===== config.mk =====
export PLATFORM = sky130hd
export DESIGN_NAME = ipv4_nat_checksum_rewrite
export DESIGN_NICKNAME = d
export VERILOG_FILES = /design/src/rtl/ncr_pkg.sv /design/src/rtl/ncr_classify.sv /design/src/rtl/ncr_adjust.sv /design/src/rtl/ipv4_nat_checksum_rewrite.sv
export SDC_FILE = /design/constraint.sdc
export NUM_CORES = 1
export LEC_CHECK = 0
export BUFFER_PORTS_ARGS = -buffer_cell sky130_fd_sc_hd__buf_2
export CAP_MARGIN = 20
export CORE_UTILIZATION = 40
export CTS_CLUSTER_SIZE = 12
export DETAILED_ROUTE_END_ITERATION = 10
export PLACE_DENSITY_LB_ADDON = 0.05
export SLEW_MARGIN = 0
export SYNTH_ARGS = -nofsm -noshare
export SYNTH_HDL_FRONTEND = slang
export SYNTH_HIERARCHICAL = 1
export SYNTH_SLANG_ARGS = --single-unit

===== constraint.sdc =====
create_clock -name clock -period 7.55 [get_ports clock]
set_clock_uncertainty 0.1 [all_clocks]
set_input_delay 0.3775 -clock clock [delete_from_list [all_inputs] [get_ports clock]]
set_output_delay 0.3775 -clock clock [all_outputs]
set_load 0.02 [all_outputs]

===== src/rtl/ncr_pkg.sv =====
package ncr_pkg;

   // Protocol numbers that carry a rewritable layer-4 checksum
   localparam logic [7:0] PROTO_TCP     = 8'd6;
   localparam logic [7:0] PROTO_UDP     = 8'd17;
   localparam logic [7:0] PROTO_UDPLITE = 8'd136;
   localparam logic [7:0] PROTO_DCCP    = 8'd33;

   // Checksum byte offsets inside the layer-4 header
   localparam logic [15:0] TCP_CSUM_OFF  = 16'd16;
   localparam logic [15:0] DCCP_CSUM_OFF = 16'd6;
   localparam logic [15:0] UDP_CSUM_OFF  = 16'd6;

   localparam logic [15:0] CSUM_ALL_ONES = 16'hFFFF;
   localparam logic [15:0] CSUM_NONE     = 16'h0000;

   typedef struct packed {
      logic [3:0]  header_words;
      logic [15:0] packet_length;
      logic [7:0]  protocol;
      logic [15:0] frag_field;
      logic [15:0] ip_checksum;
      logic [15:0] l4_checksum;
      logic [31:0] old_source;
      logic [31:0] old_dest;
      logic [31:0] new_source;
      logic [31:0] new_dest;
   } req_type;

   typedef struct packed {
      logic [15:0] new_ip_checksum;
      logic [15:0] new_l4_checksum;
      logic        l4_write;
      logic [4:0]  l4_offset;
   } rsp_type;

   // Old and new addresses shared by both checksum lanes
   typedef struct packed {
      logic [31:0] old_source;
      logic [31:0] old_dest;
      logic [31:0] new_source;
      logic [31:0] new_dest;
   } addr_type;

   // Layer-4 rewrite decision carried down the pipeline
   typedef struct packed {
      logic       write;
      logic       remap;
      logic [4:0] offset;
   } l4ctl_type;

   // Sum of the two halfwords of an address
   function automatic logic [16:0] halves_of(input logic [31:0] x);
      return {1'b0, x[15:0]} + {1'b0, x[31:16]};
   endfunction

endpackage


===== src/rtl/ncr_classify.sv =====
module ncr_classify (
   input  logic                 clock,
   input  logic [3:0]           header_words,
   input  logic [15:0]          packet_length,
   input  logic [7:0]           protocol,
   input  logic [15:0]          frag_field,
   input  logic [15:0]          l4_checksum,
   output ncr_pkg::l4ctl_type   ctl_ff
);
   import ncr_pkg::*;

   logic [15:0] frag_bytes;
   logic        header_fits;
   logic        is_stream;
   logic        is_dgram;
   logic [15:0] csum_off;
   logic [15:0] rel_off;
   l4ctl_type   ctl_in;

   // Locate this fragment and check the header fits in the packet
   assign frag_bytes  = {frag_field[12:0], 3'b000};
   assign header_fits = ({10'd0, header_words, 2'b00} <= packet_length);

   // Decide whether and where the layer-4 checksum gets rewritten
   always_comb begin
      is_stream = (protocol == PROTO_TCP) || (protocol == PROTO_DCCP);
      is_dgram  = (protocol == PROTO_UDP) || (protocol == PROTO_UDPLITE);
      if (protocol == PROTO_TCP) begin
         csum_off = TCP_CSUM_OFF;
      end else if (protocol == PROTO_DCCP) begin
         csum_off = DCCP_CSUM_OFF;
      end else begin
         csum_off = UDP_CSUM_OFF;
      end
      rel_off = csum_off - frag_bytes;
      ctl_in.write = header_fits && (frag_bytes <= csum_off) &&
                     (is_stream || (is_dgram && (l4_checksum != CSUM_NONE)));
      ctl_in.remap  = is_stream;
      ctl_in.offset = ctl_in.write ? rel_off[4:0] : 5'd0;
   end

   always_ff @(posedge clock) begin
      ctl_ff <= ctl_in;
   end

endmodule


===== src/rtl/ncr_adjust.sv =====
module ncr_adjust (
   input  logic              clock,
   input  logic [15:0]       word,
   input  ncr_pkg::addr_type addr,
   output logic [15:0]       result_ff
);
   import ncr_pkg::*;

   logic [17:0] old_pair_ff, old_pair_in;
   logic [17:0] new_pair_ff, new_pair_in;
   logic [15:0] word_ff;
   logic [19:0] sum_ff, sum_in;
   logic [16:0] fold_one;
   logic [16:0] fold_two;
   logic [15:0] result_in;

   // Stage one: add halfwords of old addresses and of complemented new ones
   assign old_pair_in = {1'b0, halves_of(addr.old_source)} +
                        {1'b0, halves_of(addr.old_dest)};
   assign new_pair_in = {1'b0, halves_of(~addr.new_source)} +
                        {1'b0, halves_of(~addr.new_dest)};

   // Stage two: add both pairs to the checksum word
   assign sum_in = {4'd0, word_ff} + {2'd0, old_pair_ff} + {2'd0, new_pair_ff};

   // Stage three: fold the carries back twice
   assign fold_one  = {1'b0, sum_ff[15:0]} + {13'd0, sum_ff[19:16]};
   assign fold_two  = fold_one + {16'd0, fold_one[16]};
   assign result_in = fold_two[15:0];

   always_ff @(posedge clock) begin
      old_pair_ff <= old_pair_in;
      new_pair_ff <= new_pair_in;
      word_ff     <= word;
      sum_ff      <= sum_in;
      result_ff   <= result_in;
   end

endmodule


===== src/rtl/ipv4_nat_checksum_rewrite.sv =====
// Channel   Ports                        Handshake
// -------   --------------------------   ------------------------------------
// request   start, busy, req_item        taken when start high and busy low
// response  rsp_valid, rsp_item          one cycle per result, no back-pressure
//
// One header enters every cycle.
// Latency is set by the three register stages of the checksum adder lanes:
// pair sums, full sum, then the double carry fold.
// busy stays low: the response side never stalls, so nothing waits.
// Synchronous reset clears the valid bits; data registers are not reset.
module ipv4_nat_checksum_rewrite (
   input  logic             clock,
   input  logic             reset,
   input  logic             start,
   output logic             busy,
   input  ncr_pkg::req_type req_item,
   output logic             rsp_valid,
   output ncr_pkg::rsp_type rsp_item
);
   import ncr_pkg::*;

   logic [2:0] valid_ff, valid_in;
   addr_type   addr;
   l4ctl_type  ctl_s1;
   l4ctl_type  ctl_s2_ff;
   l4ctl_type  ctl_s3_ff;
   logic [15:0] ip_sum;
   logic [15:0] l4_sum;
   logic [15:0] l4_final;

   assign busy = 1'b0;

   assign addr.old_source = req_item.old_source;
   assign addr.old_dest   = req_item.old_dest;
   assign addr.new_source = req_item.new_source;
   assign addr.new_dest   = req_item.new_dest;

   // Advance valid bits with the data
   assign valid_in = {valid_ff[1:0], start & ~busy};

   always_ff @(posedge clock) begin
      if (reset) begin
         valid_ff <= 3'b000;
      end else begin
         valid_ff <= valid_in;
      end
   end

   // Layer-4 decision: registered in stage one, then held alongside the sums
   ncr_classify u_classify (
      .clock         (clock),
      .header_words  (req_item.header_words),
      .packet_length (req_item.packet_length),
      .protocol      (req_item.protocol),
      .frag_field    (req_item.frag_field),
      .l4_checksum   (req_item.l4_checksum),
      .ctl_ff        (ctl_s1)
   );

   always_ff @(posedge clock) begin
      ctl_s2_ff <= ctl_s1;
      ctl_s3_ff <= ctl_s2_ff;
   end

   ncr_adjust u_ip_adjust (
      .clock     (clock),
      .word      (req_item.ip_checksum),
      .addr      (addr),
      .result_ff (ip_sum)
   );

   ncr_adjust u_l4_adjust (
      .clock     (clock),
      .word      (req_item.l4_checksum),
      .addr      (addr),
      .result_ff (l4_sum)
   );

   // Map all-ones to zero for TCP and DCCP; drop the value when not written
   always_comb begin
      if (!ctl_s3_ff.write) begin
         l4_final = CSUM_NONE;
      end else if (ctl_s3_ff.remap && (l4_sum == CSUM_ALL_ONES)) begin
         l4_final = CSUM_NONE;
      end else begin
         l4_final = l4_sum;
      end
   end

   assign rsp_valid                = valid_ff[2];
   assign rsp_item.new_ip_checksum = ip_sum;
   assign rsp_item.new_l4_checksum = l4_final;
   assign rsp_item.l4_write        = ctl_s3_ff.write;
   assign rsp_item.l4_offset       = ctl_s3_ff.offset;

   // Every result comes from a transaction taken at the head of the valid pipeline
   a_latency : assert property (@(posedge clock) disable iff (reset)
      rsp_valid |-> $past(start, 3))
      else $error("result without a transaction three cycles back");

   // No rewrite means zero value and zero offset
   a_no_write_zero : assert property (@(posedge clock) disable iff (reset)
      (rsp_valid && !rsp_item.l4_write) |->
      (rsp_item.new_l4_checksum == 16'd0 && rsp_item.l4_offset == 5'd0))
      else $error("layer-4 fields set without a rewrite");

   // Offset never passes the TCP checksum position
   a_offset_range : assert property (@(posedge clock) disable iff (reset)
      (rsp_valid && rsp_item.l4_write) |-> (rsp_item.l4_offset <= 5'd16))
      else $error("layer-4 offset out of range");

endmodule


Word-level counts from Yosys, hierarchy flattened

Cells that the tools add are included.

Memory bits (read-only): 0
Word-level logic and storage cells: 53
Flip-flop bits (word level): 164
Memories: 0
Memory bits (writable): 0
Latch bits: 0
Input port bits: 207

Bitwise logic cells: 2
Reduce and logical (&&, ||, !) cells: 8
Equality and inequality tests: 5
Multiply operators: 0
Order comparisons: 2
Add/sub/neg operators: 15
Div/mod/pow operators: 0
Multiplexer cells: 3
Shift operators: 0

Operators with widths:

| cell                                                                   | count |
|---|---|
| 16-bit by 16-bit adder with 17-bit output                              | 4 |
| 32-bit inverter                                                        | 2 |
| 20-bit by 18-bit adder with 20-bit output                              | 2 |
| 16-bit by 18-bit adder with 19-bit output                              | 2 |
| 17-bit by 17-bit adder with 18-bit output                              | 2 |
| 16-bit by 4-bit adder with 17-bit output                               | 2 |
| 16-bit by 1-bit adder with 16-bit output                               | 2 |
| 16-bit 2-to-1 mux                                                      | 2 |
| 16-bit equality test (second input constant)                           | 1 |
| 16-bit by 5-bit <= comparator with 1-bit output                        | 1 |
| 6-bit by 16-bit <= comparator with 1-bit output                        | 1 |
| 16-bit nonzero test                                                    | 1 |
| 8-bit by 3-bit equality test with 1-bit output (second input constant) | 1 |
| 8-bit by 5-bit equality test with 1-bit output (second input constant) | 1 |
| 8-bit by 6-bit equality test with 1-bit output (second input constant) | 1 |
| 8-bit equality test (second input constant)                            | 1 |
| 5-bit 2-to-1 mux                                                       | 1 |
| 5-bit subtractor                                                       | 1 |
| 1-bit logical AND                                                      | 4 |
| 1-bit logical OR                                                       | 3 |

Logic depth before layout (Yosys ltp)

Gate-level depths: netlist of the first run.

Depth in word-level cells: 5
Depth in mapped cells: 15
Depth with buffers taken out: 15

Cells and area by module

Netlist of the first run, hierarchy kept.

By module, submodules not included:

| module                    | cells each | seq. area each (um^2) | instances | area an instance (um^2) |
|---|---|---|---|---|
| ncr_adjust (u_l4_adjust)  | 764        | 1761.7                | 1         | 7091.8 |
| ncr_adjust (u_ip_adjust)  | 763        | 1761.7                | 1         | 7065.5 |
| ipv4_nat_checksum_rewrite | 71         | 340.3                 | 1         | 641.9 |
| ncr_classify              | 54         | 100.1                 | 1         | 462.9 |

Least setup slack after synthesis of the first run

OpenSTA, ideal clock, no wires.

Path kind: input-to-reg
Start point: input port req_item[1] (netlist name)
End point: register u_ip_adjust.new_pair_ff[13]
Path buffers: 0
Data arrival time: 3416 ps
Required time: 7378 ps
Stages: 14
Path slack: 3962 ps
Cells stage by stage: inv_1 -> fa_1 -> inv_1 -> fa_1 -> inv_1 -> ha_1 -> fa_1 -> a211o_1 -> a21oi_1 -> a21oi_1 -> and4_1 -> o31ai_1 -> nor2b_1 -> xnor2_1

Word-level cells in the longest chain between the ends: 3

RTL lines:

| element                                   | line                            | RTL |
|---|---|---|
| from (decl)                               | ipv4_nat_checksum_rewrite.sv:16 | `input ncr_pkg::req_type req_item,` |
| 32-bit inverter                           | ncr_adjust.sv:21                | `{1'b0, halves_of(~addr.new_dest)};` |
| 16-bit by 16-bit adder with 17-bit output | ncr_pkg.sv:54                   | `return {1'b0, x[15:0]} + {1'b0, x[31:16]};` |
| 17-bit by 17-bit adder with 18-bit output | ncr_adjust.sv:20                | `assign new_pair_in = {1'b0, halves_of(~addr.new_source)} +` |
| net u_ip_adjust.new_pair_in[13]           | ncr_adjust.sv:10                | `logic [17:0] new_pair_ff, new_pair_in;` |
| to (signal assigned)                      | ncr_adjust.sv:33                | `new_pair_ff <= new_pair_in;` |
| to (decl)                                 | ncr_adjust.sv:10                |  |

The timed path passes the listed nets, and every way through them passes these cells.
A chain may end at the register's enable or synchronous reset.

Worst setup path in the final report of the first run

Start point: register u_ip_adjust.sum_ff[0]
End point: register u_ip_adjust.result_ff[12]

Word-level cells in the longest chain between the ends: 2

RTL lines:

| element                                  | line             | RTL |
|---|---|---|
| from (decl)                              | ncr_adjust.sv:12 | `logic [19:0] sum_ff, sum_in;` |
| from (signal assigned)                   | ncr_adjust.sv:35 | `sum_ff <= sum_in;` |
| 16-bit by 4-bit adder with 17-bit output | ncr_adjust.sv:27 | `assign fold_one = {1'b0, sum_ff[15:0]} + {13'd0, sum_ff[19:16]};` |
| 16-bit by 1-bit adder with 16-bit output | ncr_adjust.sv:28 | `assign fold_two = fold_one + {16'd0, fold_one[16]};` |
| net u_ip_adjust.fold_two[12]             | ncr_adjust.sv:14 | `logic [16:0] fold_two;` |
| to (signal assigned)                     | ncr_adjust.sv:36 | `result_ff <= result_in;` |
| to (decl)                                | ncr_adjust.sv:5  | `output logic [15:0] result_ff` |

The timed path passes the listed nets, and every way through them passes these cells.

==> impl_results.md, run 1 <==
- Antenna-violating nets left: 0
- Vias in the first global route: 10,840
- Critical Path Start: u_ip_adjust/sum_ff[0]
- CTS root buf: clkbuf_16
- Chip Width: just under 200 um
- Initial DRC Count: about 570
- Clock Tree Buf Depth: 2
- Yosys top cell by area: dfxtp_1
- RSZ-0062 raised after global routing: false
- Initial antenna violation count: 10
- Input/output buffers: about 240
- Slowest-stage cell, CP: nor4_1
- Layout area overhead: 17.42%
- LEAKAGE: about 9.4 nW
- Die Y: ~200 um
- CP bufs+invs: 1
- Slew Viols, Final: 0
- CTS tree: done
- Synth unique cells: 94
- Most frequent CP cell: ha_1
- Met2 Track Usage GR: 0.2838
- Critical Path AT: 4.46 ns
- Status: completed
- Worst-path clk slew: about 0.070 ns
- Min-delay worst type: in2reg
- Top FF cell, synth: dfxtp_1
- H-tree levels: 4
- FF-to-FF Start: u_ip_adjust/sum_ff[0]
- Multi-input logic area: roughly 9500 um2
- Area contributors post-synth: dfxtp_1 26%, fa_1 22%, inv_1 11%
- Largest net degree at the start of global routing: 19
- Final setup viols: 0
- Worst-Margin Slew: about 1.0 ns
- Remaining global-route overflow: 0
- Layout cells sized above 1: 0.1645
- Share of the synthesized area in the top cell type: 0.2597
- DRC: 0
- FMAX: between 200 and 250 MHz
- Number of synthesized flops with an enable pin: 0
- Sequential fraction of the synthesis area: 0.2597
- Top delay family on crit path: simple AND/OR/NAND/NOR gates
- Routed WL: approximately 35 mm
- FF/Latch Area: between 3000 and 4000 um2
- # nets final: approximately 2,400
- CP required: 7.80 ns
- Worst path cell trace: ha_1 > inv_1 > fa_1 > nand2b_1 > a21o_1 > nor4_1 > and3_1 > ha_1 > ha_1 > nand2_1 > nor3_1 > nand3_1 > nor4_2 > mux2i_1 > nand3_1
- # Post-CTS Setup Buffers: 0
- GRT Total Usage: 0.1862
- MaxCap Viol Count: 0
- Vias per cell: 4.641
- Hold Crit Start: start
- Startpoint types: register
- Avg Synthesized Cell Area: 9.239 um2
- Core Rows: between 70 and 80
- GPL Wtd Cong: roughly 0.86
- Gr busiest metal: met2
- IO Pins: between 200 and 250
- PwrDens: about 400 nW/um2
- Worst Setup End Kind: register
- 1st-pass router iterations: 5
- Global Route met3 Usage: 0.03671
- Period utilisation layout: 0.5585
- Rel. slew slack: 0.3091
- Clock Sinks: a little under 200
- Most frequent cell after synthesis: inv_1
- CTS Buf Count: 17
- First-pass GRT wire length: between 50 and 60 mm
- Worst vdd ir: around 0.00022 V
- Synthesized area: between 15,000 and 20,000 um2
- Met1 usage: 0.2675
- Tmin final: around 4.2 ns
- Crit Path Max Fanout: 5
- CP max stage delay: 0.46 ns
- Starting Density: 0.4062
- Final hold violation count: 0
- Layout fillers: approximately 3,700
- Total power: 7.350 mW
- DR vias: ~11,000
- Cells after Synth: about 1,700
- Synth Warn #: 6
- TNS Setup: 0 ns
- Syn Nets: between 2,000 and 2,500
- Routed WL per cell: 14.06 um
- Type of the worst setup path: reg2reg
- Commonest cells post-synth: 449 x inv_1, 198 x dfxtp_1, 164 x fa_1
- Core area: about 38,000 um2
- Ys async rst share: 0
- Seq cells post-synth: 198
- Post-DP HPWL: roughly 30 mm
- Clk_lat worst skew: about 0.45 ns
- Die area: roughly 40,000 um2
final cells by class:
type	count	share of cell area
Multi-Input combinational cell	985	0.5295
Sequential cell	198	0.2212
Inverter	449	0.09404
Timing Repair Buffer	275	0.08602
Tap cell	511	0.03568
Clock buffer	18	0.02451
Clock inverter	14	0.007820
Antenna cell	9	0.001257
cells by family (layout without fill, tap and decap cells):
kind of cell,count (synthesis),after routing,share of synthesized area
AOI/OAI and AO/OA,289,289,0.1362
xor gates and xnor gates,117,117,0.06862
adders and majority gates,287,287,0.3160
buffers and inverters,469,756,0.1185
DFF,198,198,0.2597
muxes,2,2,0.001312
other,2,11,0.0004921
and+or+nand+nor,288,288,0.09920
per-layer routing:
metal | share of wire | wire length [um] | vias to the layer above
met5 | 0.0013 | 46 | -
met4 | 0.011 | 384 | 8
met3 | 0.053 | 1826 | 25
met2 | 0.43 | 14990 | 244
met1 | 0.50 | 17320 | 5344
li1 | - | - | 5792
state kept, by name (all words and copies together) (netlist names):
name,cells
ctl_s2_ff,7
ctl_s3_ff,1
rsp_item,6
u_classify/ctl_ff,5
u_ip_adjust/new_pair_ff,18
u_ip_adjust/old_pair_ff,18
u_ip_adjust/result_ff,16
u_ip_adjust/sum_ff,20
u_ip_adjust/word_ff,16
u_l4_adjust/new_pair_ff,18
u_l4_adjust/old_pair_ff,18
u_l4_adjust/result_ff,16
u_l4_adjust/sum_ff,20
u_l4_adjust/word_ff,16
valid_ff,3
final timing paths:
check / end / slack [ns] / cells past startpoint
max: u_ip_adjust/result_ff[12] / 3.33 / 15
min: valid_ff[0] / 0.05 / 2
max reg2reg: u_ip_adjust/result_ff[12] / 3.33 / 15
min reg2reg: rsp_item[1] / 0.23 / 0
stage by stage:
stage,hold WS [ns],setup slack [ns],instance area [um2],util,std cells
2_1_floorplan,0.2096,3.962,15260,-,1652
3_3_place_gp,0.2108,3.370,16990,0.4521,2385
3_5_place_dp,0.2136,3.345,16990,0.4521,2385
4_1_cts,0.02420,3.388,17900,0.4763,2450
5_1_grt,0.03936,3.100,17900,0.4764,2452
6_report,0.05143,3.333,17920,0.4769,2459
report_power, final:
group	internal, mW	switching [mW]	total, mW
combinational	2.02	2.57	4.59
sequential	1.53	0.322	1.85
clock	0.472	0.437	0.908
total	4.02	3.33	7.35
cell usage in the layout (no fill, tap or decap), types with 6 or more instances in the layout:
master         synthesis  layout
a21oi_1               80      80
and4_1                 6       6
o21a_1                13      13
a21o_1                43      43
o21ai_1               12      12
ha_1                 123     123
o21ai_0               37      37
nand4_1               19      19
nor2_1                70      70
o21bai_1              10      10
nor2b_1               12      12
clkbuf_16              0      17
and3_1                14      14
dfxtp_1              198     198
fa_1                 164     164
xor2_1                32      32
buf_2                  3     242
nand2b_1              11      11
diode_2                0       9
inv_1                449     449
nand3_1               23      23
nor3_1                17      17
xnor2_1               82      82
a211oi_1              14      14
nor4_1                12      12
a31oi_1                7       7
nand2_1               73      73
dlygate4sd3_1          0      33
timing repair:
item | 4_1_cts | 5_1_grt
resized for setup | 0 | 0
hold buffers | 33 | 0
hold endpoints to repair | 35 | 0
Power figures use the tool's default switching activity.
==> inputs of run 2 (changes only) <==
Clock period 7.55 ns to 3.49 ns, I/O delays scaled along.
==> run 2 against run 1 <==
Combinational power up 130%. Highest routed layer unchanged. Cell area grew 3.2%. Non-clock buffer count increased by 71. Critical path depth rose by 2. Sequential cell count unchanged. Routed wire length rose by 3.5%. Via count is 1.5% higher. Hold slack got worse by 0.029 ns.
==> impl_results.md, run 2 (synthesis results as in run 1) <==
- Initial antenna violation count: 2
- CTS Buf Count: 17
- Layout fillers: 3,637
- # nets final: between 2,000 and 2,500
- Regs by FF count: u_ip_adjust/sum_ff: 20 flops, u_l4_adjust/sum_ff: 20 flops
- GPL Wtd Cong: 0.9117
- Crit Path Max Fanout: 3
- Clock Sinks: ~200
- Type of the worst setup path: in2reg
- Most common cell after layout, fill and taps aside: inv_1
- Layout area overhead: 21.22%
- Final setup viols: 0
- Worst-path clk slew: 0.07 ns
- Vias per cell: 4.597
- PwrDens: 884.7 nW/um2
- Setup ws final: approximately 0.16 ns
- Chip Width: approximately 200 um
- Critical Path AT: around 3.6 ns
- Layout cells sized above 1: 0.1937
- Startpoint types: input port
- Clk_lat worst skew: 0.45 ns
- H-tree levels: 4
- Cell Area, Placed: ~17,000 um2
- Core area: approximately 38,000 um2
- Antenna-violating nets left: 0
- GRT Total Usage: 0.1928
- Slew Viols, Final: 0
- Input/output buffers: between 200 and 250
- Routed WL: 35.79 mm
- Starting Density: 0.4062
- Status: completed
- Worst-Margin Slew: 0.7878 ns
- Worst vdd ir: about 0.00039 V
- TNS Setup: 0 ns
- Rel. slew slack: 0.4708
- DRC: 0
- Setup slack at placement: -0.3372 ns
- CTS tree: done
- Min-delay worst type: in2reg
- Period utilisation layout: 0.9529
- Routed WL per cell: between 10 and 15 um
- RSZ-0062 raised after global routing: true
- LEAKAGE: 9.729 nW
- Remaining global-route overflow: 0
- Core Rows: 71
- IO Pins: 247
- Die area: between 30,000 and 40,000 um2
- First-pass GRT wire length: 58.01 mm
- Post-DP HPWL: 30.98 mm
- MaxCap Viol Count: 0
- Final hold violation count: 0
- Clock Tree Buf Depth: 2
- Initial DRC Count: 516
- CTS root buf: clkbuf_16
- DR vias: between 10,000 and 15,000
- Tmin final: 3.326 ns
- CP required: about 3.7 ns
- Highest-count cells in the layout ignoring fill and taps: 449 x inv_1, 242 x buf_2, 198 x dfxtp_1
- 1st-pass router iterations: 5
- Final Core Density: 0.4924
- FMAX: ~300 MHz
- Vias in the first global route: about 11,000
- Die Y: 197.3 um
- Worst Setup End Kind: register
- Largest net degree at the start of global routing: 18
- Design Area, Final: roughly 19,000 um2
## run 2: cell count changes in the layout (fill, tap and decap cells not counted), sizes merged
cell         before  now
buf             242  306
bufinv            1    2
clkbuf           18   22
clkinvlp          5    3
diode             9    1
dlygate4sd3      33   40
inv             455  450
## run 2: timing repair
item                       CTS  global route
resized for setup            1            13
hold buffers                40             0
setup endpoints to repair    1            18
buffers inserted             0             1
pin swaps                    0             3
hold endpoints to repair    41             0
## run 2: area by class of cell
type	count	area (um2)	area share
inverters	449	1685	0.09109
clock inverters	8	101.3	0.005478
flip-flops and latches	198	3964	0.2142
repair buffers	346	2092	0.1131
multi-input cells	985	9563	0.5169
clock buffers	22	454.2	0.02455
diodes	1	2.502	0.0001353
well taps	511	639.4	0.03456
## run 2: metal layers
layer	vias to the layer above	share of wire	global-route usage
met5	-	0.00064	0
met4	4	0.012	0.05024
met3	26	0.034	0.02561
met2	236	0.43	0.2972
met1	5398	0.52	0.2823
li1	5920	-	-
## run 2: final timing paths
| check | start | end | slack, ns | cells after the start |
|---|---|---|---|---|
| max | req_item[1] | u_ip_adjust/new_pair_ff[17] | 0.16 | 17 |
| min | req_item[96] | u_ip_adjust/old_pair_ff[0] | 0.02 | 3 |
| max reg2reg | u_ip_adjust/old_pair_ff[1] | u_ip_adjust/sum_ff[17] | 0.18 | 11 |
| min reg2reg | u_classify/ctl_ff[3] | ctl_s2_ff[3] | 0.23 | 0 |
## run 2: metrics by stage
stage                     std cells  hold WS [ns]  power (mW)
after floorplan                1652        0.1022       11.62
after global placement         2448        0.1769       14.27
after detailed placement       2448        0.1781       14.32
after CTS                      2518     0.0004363       16.41
after global routing           2519       0.01163       18.02
final                          2520       0.02285       16.37
## run 2: power by group
part | total [mW] | leakage, nW | internal (mW) | switching [mW]
logic | 10.4 | 7.80 | 4.65 | 5.80
registers | 3.99 | 1.66 | 3.31 | 0.684
clock network | 1.93 | 0.262 | 1.07 | 0.861
total | 16.4 | 9.73 | 9.03 | 7.34
## run 2: worst max-delay path: stages
cell and delay (ns):
buf_2 0.09, inv_1 0.05, fa_1 0.53, inv_1 0.06, fa_1 0.51, inv_1 0.04, ha_1 0.22, fa_2 0.37
a211o_1 0.33, a21oi_1 0.15, buf_4 0.14, a21oi_1 0.09, and4_1 0.23, o31ai_2 0.19, buf_4 0.15, o21a_1 0.13
o21ai_0 0.09
